**src/rtl/rfdc_pkg.sv**
```systemverilog
// Shared types, constants and functions for the frame descramble / CRC / reframe block.
// No dependencies; rfdc_ctrl, rfdc_dp and the top level use this package.
package rfdc_pkg;

  localparam int FrameLen   = 18;
  localparam int DataLen    = 16;
  localparam int PayloadLen = 15;
  localparam int OutLen     = 20;

  localparam logic [4:0]  POS_SEQ_KEY  = 5'd0;
  localparam logic [4:0]  POS_CRC_LOW  = 5'd16;
  localparam logic [4:0]  POS_CRC_HIGH = 5'd17;
  localparam logic [4:0]  POS_DONE     = 5'd18;

  localparam logic [4:0]  IDX_HDR0     = 5'd0;
  localparam logic [4:0]  IDX_HDR1     = 5'd1;
  localparam logic [4:0]  IDX_HDR2     = 5'd2;
  localparam logic [4:0]  IDX_PAY_LAST = 5'd17;
  localparam logic [4:0]  IDX_CRC_LOW  = 5'd18;
  localparam logic [4:0]  IDX_CRC_HIGH = 5'd19;

  localparam logic [15:0] CRC_INIT = 16'h5555;
  localparam logic [15:0] CRC_POLY = 16'h1021;
  localparam logic [7:0]  HDR0     = 8'hAA;
  localparam logic [7:0]  HDR1     = 8'h55;
  localparam logic [7:0]  HDR2     = 8'h11;

  localparam logic [1:0]  ST_FWD   = 2'd0;
  localparam logic [1:0]  ST_CRC   = 2'd1;
  localparam logic [1:0]  ST_DUP   = 2'd2;

  localparam logic [7:0] WHITEN_A [FrameLen] = '{
    8'h57, 8'hA1, 8'h3D, 8'hA7, 8'h66, 8'hB0, 8'h75, 8'h31, 8'h11,
    8'h48, 8'h96, 8'h77, 8'hF8, 8'hE3, 8'h46, 8'hE9, 8'hAB, 8'hD0
  };
  localparam logic [7:0] WHITEN_B [FrameLen] = '{
    8'hEF, 8'hF0, 8'hC7, 8'h8D, 8'hD2, 8'h57, 8'hA1, 8'h3D, 8'hA7,
    8'h66, 8'hB0, 8'h75, 8'h31, 8'h11, 8'h48, 8'h96, 8'h77, 8'hF8
  };
  localparam logic [7:0] KEY_TABLE [DataLen] = '{
    8'h41, 8'h92, 8'h53, 8'h2A, 8'hFC, 8'hAB, 8'hCE, 8'h26,
    8'h0D, 8'h1E, 8'h99, 8'h78, 8'h00, 8'h22, 8'h99, 8'hDE
  };

  typedef enum logic [0:0] {
    S_TAKE,
    S_SEND
  } rfdc_state_t;

  typedef enum logic [1:0] {
    OSEL_STREAM,
    OSEL_CRC_ERR,
    OSEL_DUP
  } rfdc_osel_t;

  typedef struct packed {
    logic       take;
    logic       load_out;
    rfdc_osel_t sel;
    logic [4:0] idx;
    logic       commit;
  } rfdc_cmd_t;

  typedef struct packed {
    logic active;
    logic is_last_byte;
    logic crc_ok;
    logic dup;
    logic out_valid;
  } rfdc_stat_t;

  // Whitening mask for a frame position; key added below 16, zero from 18.
  function automatic logic [7:0] descr_mask(input logic [4:0] pos);
    logic [7:0] m;
    m = 8'h00;
    if (pos < POS_DONE) begin
      m = WHITEN_A[pos] ^ WHITEN_B[pos];
      if (pos < POS_CRC_LOW) begin
        m = m ^ KEY_TABLE[pos[3:0]];
      end
    end
    return m;
  endfunction

  // CRC-16, MSB first, one byte.
  function automatic logic [15:0] crc_byte(input logic [15:0] acc, input logic [7:0] b);
    logic [15:0] c;
    c = acc ^ {b, 8'h00};
    for (int n = 0; n < 8; n++) begin
      if (c[15]) begin
        c = {c[14:0], 1'b0} ^ CRC_POLY;
      end else begin
        c = {c[14:0], 1'b0};
      end
    end
    return c;
  endfunction

endpackage

```
**src/rtl/rfdc_if.sv**
```systemverilog
// Valid/ready channel interfaces for the input bytes and the result items.
// Depends on nothing.
interface rfdc_in_if;
  logic       valid;
  logic       ready;
  logic [7:0] rx_byte;
  logic       frame_start;

  modport source (output valid, output rx_byte, output frame_start, input ready);
  modport sink   (input valid, input rx_byte, input frame_start, output ready);
endinterface

interface rfdc_out_if;
  logic       valid;
  logic       ready;
  logic [7:0] out_byte;
  logic [1:0] status;
  logic       last;

  modport source (output valid, output out_byte, output status, output last, input ready);
  modport sink   (input valid, input out_byte, input status, input last, output ready);
endinterface

```
**src/rtl/rfdc_ctrl.sv**
```systemverilog
// Controller: takes frame bytes, decides the verdict on the final byte and
// sequences the 20-item reframed output. Depends on rfdc_pkg.
module rfdc_ctrl (
  input  logic                clk,
  input  logic                rst_n,
  input  logic                in_valid,
  output logic                in_ready,
  input  logic                out_ready,
  input  rfdc_pkg::rfdc_stat_t stat,
  output rfdc_pkg::rfdc_cmd_t  cmd
);

  rfdc_pkg::rfdc_state_t state_r, state_nxt;
  logic [4:0]            idx_r, idx_nxt;
  logic                  out_free;

  assign out_free = !stat.out_valid || out_ready;

  always_ff @(posedge clk) begin
    if (!rst_n) begin
      state_r <= rfdc_pkg::S_TAKE;
      idx_r   <= 5'd0;
    end else begin
      state_r <= state_nxt;
      idx_r   <= idx_nxt;
    end
  end

  always_comb begin
    state_nxt    = state_r;
    idx_nxt      = idx_r;
    in_ready     = 1'b0;
    cmd.take     = 1'b0;
    cmd.load_out = 1'b0;
    cmd.sel      = rfdc_pkg::OSEL_STREAM;
    cmd.idx      = idx_r;
    cmd.commit   = 1'b0;
    unique case (state_r)
      rfdc_pkg::S_TAKE: begin
        in_ready = out_free;
        if (in_valid && out_free) begin
          cmd.take = 1'b1;
          if (stat.active && stat.is_last_byte) begin
            if (!stat.crc_ok) begin
              cmd.load_out = 1'b1;
              cmd.sel      = rfdc_pkg::OSEL_CRC_ERR;
            end else if (stat.dup) begin
              cmd.load_out = 1'b1;
              cmd.sel      = rfdc_pkg::OSEL_DUP;
            end else begin
              cmd.commit = 1'b1;
              idx_nxt    = 5'd0;
              state_nxt  = rfdc_pkg::S_SEND;
            end
          end
        end
      end
      rfdc_pkg::S_SEND: begin
        if (out_free) begin
          cmd.load_out = 1'b1;
          if (idx_r == rfdc_pkg::IDX_CRC_HIGH) begin
            idx_nxt   = 5'd0;
            state_nxt = rfdc_pkg::S_TAKE;
          end else begin
            idx_nxt = idx_r + 5'd1;
          end
        end
      end
      default: begin
        state_nxt = rfdc_pkg::S_TAKE;
      end
    endcase
  end

`ifndef SYNTHESIS
  a_no_take_while_send: assert property (@(posedge clk) disable iff (!rst_n)
    (state_r == rfdc_pkg::S_SEND) |-> !in_ready)
    else $error("input taken while result stream drains");
  a_load_only_when_free: assert property (@(posedge clk) disable iff (!rst_n)
    cmd.load_out |-> out_free)
    else $error("output register overwritten before it was taken");
  a_idx_range: assert property (@(posedge clk) disable iff (!rst_n)
    idx_r <= rfdc_pkg::IDX_CRC_HIGH)
    else $error("output index out of range");
  a_send_ends: assert property (@(posedge clk) disable iff (!rst_n)
    (state_r == rfdc_pkg::S_SEND && cmd.load_out && idx_r == rfdc_pkg::IDX_CRC_HIGH)
      |=> (state_r == rfdc_pkg::S_TAKE))
    else $error("stream did not end after final item");
`endif

endmodule

```
**src/rtl/rfdc_dp.sv**
```systemverilog
// Datapath: descrambling, running CRCs, payload store, sequence check and the
// output register. Depends on rfdc_pkg.
module rfdc_dp (
  input  logic                 clk,
  input  logic                 rst_n,
  input  logic [7:0]           rx_byte,
  input  logic                 frame_start,
  input  logic                 out_ready,
  input  rfdc_pkg::rfdc_cmd_t  cmd,
  output rfdc_pkg::rfdc_stat_t stat,
  output logic                 out_valid,
  output logic [7:0]           out_byte,
  output logic [1:0]           status,
  output logic                 last
);

  logic [4:0]  byte_pos_r;
  logic [7:0]  seq_key_r;
  logic [15:0] check_crc_r;
  logic [7:0]  rx_crc_low_r;
  logic [7:0]  last_seq_r;
  logic        seq_seen_r;
  logic [15:0] out_crc_r;
  logic [7:0]  payload_mem [rfdc_pkg::PayloadLen];

  logic        out_valid_r;
  logic [7:0]  out_byte_r, out_byte_nxt;
  logic [1:0]  status_r, status_nxt;
  logic        last_r, last_nxt;

  logic [4:0]  pos;
  logic [7:0]  d_white;
  logic [7:0]  d_keyed;
  logic [3:0]  wr_addr;
  logic [3:0]  rd_off;
  logic        pay_rd;

  assign pos     = frame_start ? rfdc_pkg::POS_SEQ_KEY : byte_pos_r;
  assign d_white = rx_byte ^ rfdc_pkg::descr_mask(pos);
  assign d_keyed = d_white ^ seq_key_r;
  assign wr_addr = 4'(pos - 5'd1);
  assign rd_off  = 4'(cmd.idx - 5'd3);
  assign pay_rd  = (cmd.sel == rfdc_pkg::OSEL_STREAM) &&
                   (cmd.idx > rfdc_pkg::IDX_HDR2) &&
                   (cmd.idx <= rfdc_pkg::IDX_PAY_LAST);

  assign stat.active       = (pos < rfdc_pkg::POS_DONE);
  assign stat.is_last_byte = (pos == rfdc_pkg::POS_CRC_HIGH);
  assign stat.crc_ok       = ({d_white, rx_crc_low_r} == check_crc_r);
  assign stat.dup          = seq_seen_r && (last_seq_r == seq_key_r);
  assign stat.out_valid    = out_valid_r;

  // Frame state
  always_ff @(posedge clk) begin
    if (!rst_n) begin
      byte_pos_r   <= 5'd0;
      seq_key_r    <= 8'h00;
      check_crc_r  <= rfdc_pkg::CRC_INIT;
      rx_crc_low_r <= 8'h00;
      last_seq_r   <= 8'h00;
      seq_seen_r   <= 1'b0;
      out_crc_r    <= rfdc_pkg::CRC_INIT;
    end else begin
      if (cmd.take && stat.active) begin
        byte_pos_r <= pos + 5'd1;
        if (pos == rfdc_pkg::POS_SEQ_KEY) begin
          seq_key_r   <= d_white;
          check_crc_r <= rfdc_pkg::crc_byte(rfdc_pkg::CRC_INIT, d_white);
          out_crc_r   <= rfdc_pkg::crc_byte(rfdc_pkg::CRC_INIT, rfdc_pkg::HDR2);
        end else if (pos < rfdc_pkg::POS_CRC_LOW) begin
          check_crc_r <= rfdc_pkg::crc_byte(check_crc_r, d_keyed);
          out_crc_r   <= rfdc_pkg::crc_byte(out_crc_r, d_keyed);
        end else if (pos == rfdc_pkg::POS_CRC_LOW) begin
          rx_crc_low_r <= d_white;
        end
      end
      if (cmd.commit) begin
        last_seq_r <= seq_key_r;
        seq_seen_r <= 1'b1;
      end
    end
  end

  always_ff @(posedge clk) begin
    if (cmd.take && stat.active && pos != rfdc_pkg::POS_SEQ_KEY &&
        pos < rfdc_pkg::POS_CRC_LOW) begin
      payload_mem[wr_addr] <= d_keyed;
    end
  end

  // Output item selection; payload bytes come straight from the store at load
  always_comb begin
    out_byte_nxt = 8'h00;
    last_nxt     = 1'b1;
    status_nxt   = rfdc_pkg::ST_FWD;
    unique case (cmd.sel)
      rfdc_pkg::OSEL_CRC_ERR: status_nxt = rfdc_pkg::ST_CRC;
      rfdc_pkg::OSEL_DUP:     status_nxt = rfdc_pkg::ST_DUP;
      rfdc_pkg::OSEL_STREAM: begin
        last_nxt = (cmd.idx == rfdc_pkg::IDX_CRC_HIGH);
        if (cmd.idx == rfdc_pkg::IDX_HDR0) begin
          out_byte_nxt = rfdc_pkg::HDR0;
        end else if (cmd.idx == rfdc_pkg::IDX_HDR1) begin
          out_byte_nxt = rfdc_pkg::HDR1;
        end else if (cmd.idx == rfdc_pkg::IDX_HDR2) begin
          out_byte_nxt = rfdc_pkg::HDR2;
        end else if (cmd.idx <= rfdc_pkg::IDX_PAY_LAST) begin
          out_byte_nxt = 8'h00;
        end else if (cmd.idx == rfdc_pkg::IDX_CRC_LOW) begin
          out_byte_nxt = out_crc_r[7:0];
        end else begin
          out_byte_nxt = out_crc_r[15:8];
        end
      end
      default: status_nxt = rfdc_pkg::ST_FWD;
    endcase
  end

  // Output register: load on command, drop once taken
  always_ff @(posedge clk) begin
    if (!rst_n) begin
      out_valid_r <= 1'b0;
    end else if (cmd.load_out) begin
      out_valid_r <= 1'b1;
    end else if (out_ready) begin
      out_valid_r <= 1'b0;
    end
  end

  always_ff @(posedge clk) begin
    if (cmd.load_out) begin
      out_byte_r <= pay_rd ? payload_mem[rd_off] : out_byte_nxt;
      status_r   <= status_nxt;
      last_r     <= last_nxt;
    end
  end

  assign out_valid = out_valid_r;
  assign out_byte  = out_byte_r;
  assign status    = status_r;
  assign last      = last_r;

endmodule

```
**src/rtl/rf_frame_descramble_crc_reframe.sv**
```systemverilog
// Top level of the radio frame descramble / CRC check / reframe block.
// Depends on rfdc_pkg, rfdc_if, rfdc_ctrl and rfdc_dp.
//
// Usage:
//   in_ch carries one received byte per item (rx_byte) with frame_start set
//   on byte 0 of each 18-byte frame. Bytes are descrambled and checked as
//   they arrive; bytes 0 to 16 produce nothing and are taken one per cycle
//   while the output register is free. On byte 17 the block either emits
//   one status item (CRC mismatch or duplicate sequence, out_byte 0, last 1)
//   or 20 forwarded bytes: AA 55 11, the 15 payload bytes, then the output
//   CRC low byte first, with last set on the 20th.
//   A status item is offered in the cycle after byte 17 is taken; the first
//   forwarded byte passes the send state, then the output register.
//   Throughput: one input byte per cycle while the output register is
//   free; after a good frame the input is held while the sequencer walks
//   the output bytes through the single output register, one per cycle while it is free.
//   out_ch stalls hold the output register and, through it, the input.
//   Bytes after the 18th are dropped until the next frame_start.
//   Reset (rst_n low, synchronous) clears the frame position, the sequence
//   history and both CRCs; the first byte after reset counts as byte 0.
module rf_frame_descramble_crc_reframe (
  input  logic        clk,
  input  logic        rst_n,
  rfdc_in_if.sink     in_ch,
  rfdc_out_if.source  out_ch
);

  rfdc_pkg::rfdc_cmd_t  cmd;
  rfdc_pkg::rfdc_stat_t stat;

  rfdc_ctrl u_ctrl (
    .clk       (clk),
    .rst_n     (rst_n),
    .in_valid  (in_ch.valid),
    .in_ready  (in_ch.ready),
    .out_ready (out_ch.ready),
    .stat      (stat),
    .cmd       (cmd)
  );

  rfdc_dp u_dp (
    .clk         (clk),
    .rst_n       (rst_n),
    .rx_byte     (in_ch.rx_byte),
    .frame_start (in_ch.frame_start),
    .out_ready   (out_ch.ready),
    .cmd         (cmd),
    .stat        (stat),
    .out_valid   (out_ch.valid),
    .out_byte    (out_ch.out_byte),
    .status      (out_ch.status),
    .last        (out_ch.last)
  );

endmodule
```
**src/flat_wrapper.sv**
```systemverilog
// flat-port wrapper written by rule: the top's interface ports become plain ports
module rf_frame_descramble_crc_reframe_flat 
  (clk, rst_n, in_ch_valid, in_ch_rx_byte, in_ch_frame_start, in_ch_ready, out_ch_valid, out_ch_out_byte, out_ch_status, out_ch_last, out_ch_ready);
  rfdc_in_if in_ch_i ();
  rfdc_out_if out_ch_i ();
  input  logic clk;
  input  logic rst_n;
  input wire logic [$bits(in_ch_i.valid)-1:0] in_ch_valid;
  input wire logic [$bits(in_ch_i.rx_byte)-1:0] in_ch_rx_byte;
  input wire logic [$bits(in_ch_i.frame_start)-1:0] in_ch_frame_start;
  output wire logic [$bits(in_ch_i.ready)-1:0] in_ch_ready;
  output wire logic [$bits(out_ch_i.valid)-1:0] out_ch_valid;
  output wire logic [$bits(out_ch_i.out_byte)-1:0] out_ch_out_byte;
  output wire logic [$bits(out_ch_i.status)-1:0] out_ch_status;
  output wire logic [$bits(out_ch_i.last)-1:0] out_ch_last;
  input wire logic [$bits(out_ch_i.ready)-1:0] out_ch_ready;
  assign in_ch_i.valid = in_ch_valid;
  assign in_ch_i.rx_byte = in_ch_rx_byte;
  assign in_ch_i.frame_start = in_ch_frame_start;
  assign in_ch_ready = in_ch_i.ready;
  assign out_ch_valid = out_ch_i.valid;
  assign out_ch_out_byte = out_ch_i.out_byte;
  assign out_ch_status = out_ch_i.status;
  assign out_ch_last = out_ch_i.last;
  assign out_ch_i.ready = out_ch_ready;
  rf_frame_descramble_crc_reframe u_core (.clk(clk), .rst_n(rst_n), .in_ch(in_ch_i), .out_ch(out_ch_i));
endmodule
```
**config.mk**
```make
export PLATFORM = sky130hd
export DESIGN_NAME = rf_frame_descramble_crc_reframe_flat
export DESIGN_NICKNAME = d
export VERILOG_FILES = /design/src/rtl/rfdc_pkg.sv /design/src/rtl/rfdc_if.sv /design/src/rtl/rfdc_ctrl.sv /design/src/rtl/rfdc_dp.sv /design/src/rtl/rf_frame_descramble_crc_reframe.sv /design/src/flat_wrapper.sv
export SDC_FILE = /design/constraint.sdc
export NUM_CORES = 1
export LEC_CHECK = 0
export BUFFER_PORTS_ARGS = -buffer_cell sky130_fd_sc_hd__buf_2
export CAP_MARGIN = 20
export CELL_PAD_IN_SITES_DETAIL_PLACEMENT = 0
export CELL_PAD_IN_SITES_GLOBAL_PLACEMENT = 2
export CORE_MARGIN = 1
export CORE_UTILIZATION = 45
export CTS_BUF_LIST = sky130_fd_sc_hd__clkbuf_4
export DETAILED_ROUTE_END_ITERATION = 12
export HOLD_SLACK_MARGIN = 0.02
export PLACE_DENSITY_LB_ADDON = 0.1
export SLEW_MARGIN = 20
export SYNTH_ARGS = -nofsm -noshare
export SYNTH_HDL_FRONTEND = slang
export SYNTH_SLANG_ARGS = --single-unit
```
**constraint.sdc**
```tcl
create_clock -name clk -period 5.4 [get_ports clk]
set_clock_uncertainty 0.1 [all_clocks]
set_input_delay 0.27 -clock clk [delete_from_list [all_inputs] [get_ports clk]]
set_output_delay 0.27 -clock clk [all_outputs]
set_load 0.05 [all_outputs]
```
==> summary.md <==
| Metric | Value |
|---|---|
| DR vias | 7739 |
| Overall Global Routing Usage | 23.4% |
| Setup WS pre-CTS | between 600 and 700 ps |
| DRC errors left | 0 |
| Area after DPL | 11800 um^2 |
| Actual slew at the worst max-slew pin | ~1000 ps |
| Footprint of the multi-input gates | 5690 um^2 |
| Fill cell count | 2304 |
| Leak | 4.25 nW |
| First-pass GRT wire length | 45.6 mm |
| Post-route insts no fill | 1360 |
| Worst path bufs/invs | 1 |
| Starting Density | 46.4% |
| Clock transition at path regs | 180 ps |
| Row cnt | between 50 and 60 |
| Flip-flop and latch area | 5320 um^2 |
| Drt via density | 5.69 |
| Max-slew violations | 0 |
| Initial antenna violation count | 1 |
| Final Cycle Share | 83.2% |
| Cell area after synthesis | 11400 um^2 |
| Detailed placement HPWL | approximately 21 mm |
| Clk_lat worst skew | 590 ps |
| Worst hold path class | in2reg |
| Cell family with most CP delay | compound AO/OA/AOI/OAI gates |
| DP Cell Count | ~1300 |
| Num Clock Sinks | 200 |
| Largest net degree at the start of global routing | 46 |
| Post-CTS setup buffer count | 0 |
| Max FO, Critical Path | 21 |
| Final instance area | 12200 um^2 |
| Tot Pwr | approximately 3.5 mW |
| Area Overhead vs Synth | 7.31% |
| Mapped Cells | about 1000 |
| Crit Path Class | reg2reg |
| Congestion Overflow GR | 0 |
| DRT antenna net count | 0 |
| Clk root buf | clkbuf_4 |
| Sequential fraction of the synthesis area | 46.7% |
| Crit path cell chain | inv_2 -> a211o_1 -> a221oi_1 -> o21ai_0 -> nand3_2 -> xor2_1 -> xor2_1 -> nor4b_4 -> a21oi_2 -> or2_1 |
| Die area | 25900 um^2 |
| Synthesized net count | approximately 1000 |
| Detailed Route Iter0 Violations | 556 |
| Ys Warns | 0 |
| Final worst slack | a little over 900 ps |
| Synth Register Bits | 200 |
| VDD IR max | 0.155 mV |
| Placer Congestion | 0.823 |
| Max Cap Viol | 0 |
| Number of buffers created by CTS | 17 |
| Slowest CP cell | dfxtp_1 |
| Core Area | 24500 um^2 |
| RSZ-0062 raised after global routing | no |
| Outcome | finished clean |
| H-tree depth | 4 |
| Fin crit period | 4490 ps |
| Vias in the first global route | 7724 |
| CP peak stage delay | approximately 870 ps |
| Pre-antenna DRT Iters | 5 |
| Setup TNS | 0 ps |
| Die Y | about 160 um |
| Top_reg_cell synth | edfxtp_1 |
| EDFF count, synth | approximately 130 |
| Async set-reset flop share out of synthesis | 0% |
| Nets@finish | 1051 |
| Crit path top cell by count | xor2_1 |
| Routed len/inst | around 21 um |
| Detailed Route WL | just under 30 mm |
| Top Ports | 26 |
| Startpoint types | flop |
| Critical path endpoint category | flop |
| Fmax | 223 MHz |
| Finish-stage setup viols | 0 |
| Share of layout cells above drive strength 1 | 17.2% |
| TritonCTS clock tree | yes |
| Clock buffer depth | 2 |
| Cell variety after synth | 97 |
| PwrDens | 290 nW/um^2 |
| Worst Path Arrival | 4660 ps |
| Crit path required time | around 5600 ps |
| DIE WIDTH | ~160 um |
| Avg Cell Area, Syn | 11.2 um^2 |
| Port Buf Inserts | 25 |
| Final Hold Fails | 0 |
| Relative slew slack | between 30% and 40% |
==> worst paths after layout <==
path / to / slack (ps) / depth (start not counted) / start
setup / recovery: u_core.u_dp.status[1] / 910 / 10 / u_core.u_dp.byte_pos_r[3]
hold / removal: u_core.u_dp.seq_key_r[1] / 100 / 4 / in_ch_rx_byte[1]
setup reg to reg: u_core.u_dp.status[1] / 910 / 10 / u_core.u_dp.byte_pos_r[3]
hold reg to reg: u_core.u_dp.seq_seen_r / 390 / 1 / u_core.u_dp.seq_seen_r
==> synthesized netlist by cell type, types with 9 or more instances <==
master | n | share of area, %
edfxtp_1 | 131 | 35
nor2_1 | 110 | 3.6
nand2_1 | 79 | 2.6
dfxtp_1 | 69 | 12
xnor2_1 | 57 | 4.4
a21oi_1 | 48 | 2.1
o21ai_0 | 42 | 1.8
mux2i_1 | 41 | 3.6
clkbuf_1 | 38 | 1.3
xor2_1 | 38 | 2.9
mux4_2 | 26 | 5.1
nand3_1 | 23 | 1.0
ha_1 | 16 | 1.8
inv_1 | 16 | 0.53
nor3_1 | 16 | 0.70
a211oi_1 | 14 | 0.92
nand2b_1 | 12 | 0.66
a211o_1 | 10 | 0.77
buf_4 | 10 | 0.66
and2_1 | 9 | 0.49
buf_2 | 9 | 0.40
==> worst register-to-register path, cell delays in order, from the launching register on <==
cell and delay [ps]:
dfxtp_1 870, inv_2 270, a211o_1 320, a221oi_1 460
o21ai_0 260, nand3_2 180, xor2_1 390, xor2_1 320
nor4b_4 90, a21oi_2 480, or2_1 440
==> metrics by stage <==
stage	util, %	hold slack [ps]
3_5_place_dp	48.1	358
4_1_cts	49.7	54.0
6_report	49.8	104
3_3_place_gp	48.1	346
5_1_grt	49.8	111
2_1_floorplan	-	340
==> cell usage in the layout, fill, tap and decap left out, drive strengths merged, types with 6 or more instances in the layout <==
master  instances
o21ai          46
nand2          79
dfxtp          69
ha             16
and2           10
nand3          26
a211oi         14
nor3b           7
clkbuf         17
inv            24
nor2b           9
xnor2          64
nand2b         13
a32oi           6
a221oi         11
xnor3          10
nor3           17
mux4           26
or2             6
or3             7
clkinv          7
o211ai          8
mux2i          43
and3            7
nor2          115
xor2           41
a211o          10
a21oi          50
edfxtp        131
buf            54
==> area by class of cell <==
class                           count  share of cell area, %
Inverter                           18                  0.554
Clock inverter                     15                   1.77
Timing Repair Buffer               58                   3.14
Antenna cell                        1                 0.0205
Multi-Input combinational cell    727                   46.6
Clock buffer                       17                   1.05
Tap cell                          324                   3.32
Sequential cell                   200                   43.6
==> sequential cells by signal, summed over array words and instances, names as in the netlist <==
name                      flops
u_core.u_ctrl.idx_r           5
u_core.u_ctrl.state_r         1
u_core.u_dp.byte_pos_r        5
u_core.u_dp.check_crc_r      16
u_core.u_dp.last              1
u_core.u_dp.last_seq_r        8
u_core.u_dp.out_byte          8
u_core.u_dp.out_crc_r        16
u_core.u_dp.out_valid         1
u_core.u_dp.payload_mem     120
u_core.u_dp.rx_crc_low_r      8
u_core.u_dp.seq_key_r         8
u_core.u_dp.seq_seen_r        1
u_core.u_dp.status            2
==> power breakdown <==
group          internal [mW]  switching, mW
Sequential              1.74         0.0616
Clock                  0.273          0.601
Combinational          0.371          0.501
==> logic make-up after synthesis <==
| logic type | count (synthesis) | share of synthesized area (%) |
|---|---|---|
| xor gates and xnor gates | 118 | 11.6 |
| DFF | 200 | 46.7 |
| AOI/OAI and AO/OA | 204 | 13.0 |
| adders and majority gates | 16 | 1.76 |
| and+or+nand+nor | 318 | 14.0 |
| buffers and inverters | 85 | 3.63 |
| muxes | 71 | 9.35 |
==> per-layer routing <==
layer / vias up / routed length, um / GRT usage, %
li1: 3736 / - / -
met1: 3815 / 13000 / 31.4
met2: 163 / 14400 / 40.0
met3: 25 / 1180 / 3.21
met4: 0 / 458 / 6.13
met5: - / 0 / 0
==> what timing repair did <==
action | in CTS | in global routing
endpoints found under the hold margin | 16 | 0
hold buffers | 4 | 0
endpoints found under the setup margin | 0 | 0
gates resized for setup | 0 | 0
Power figures use the tool's default switching activity.
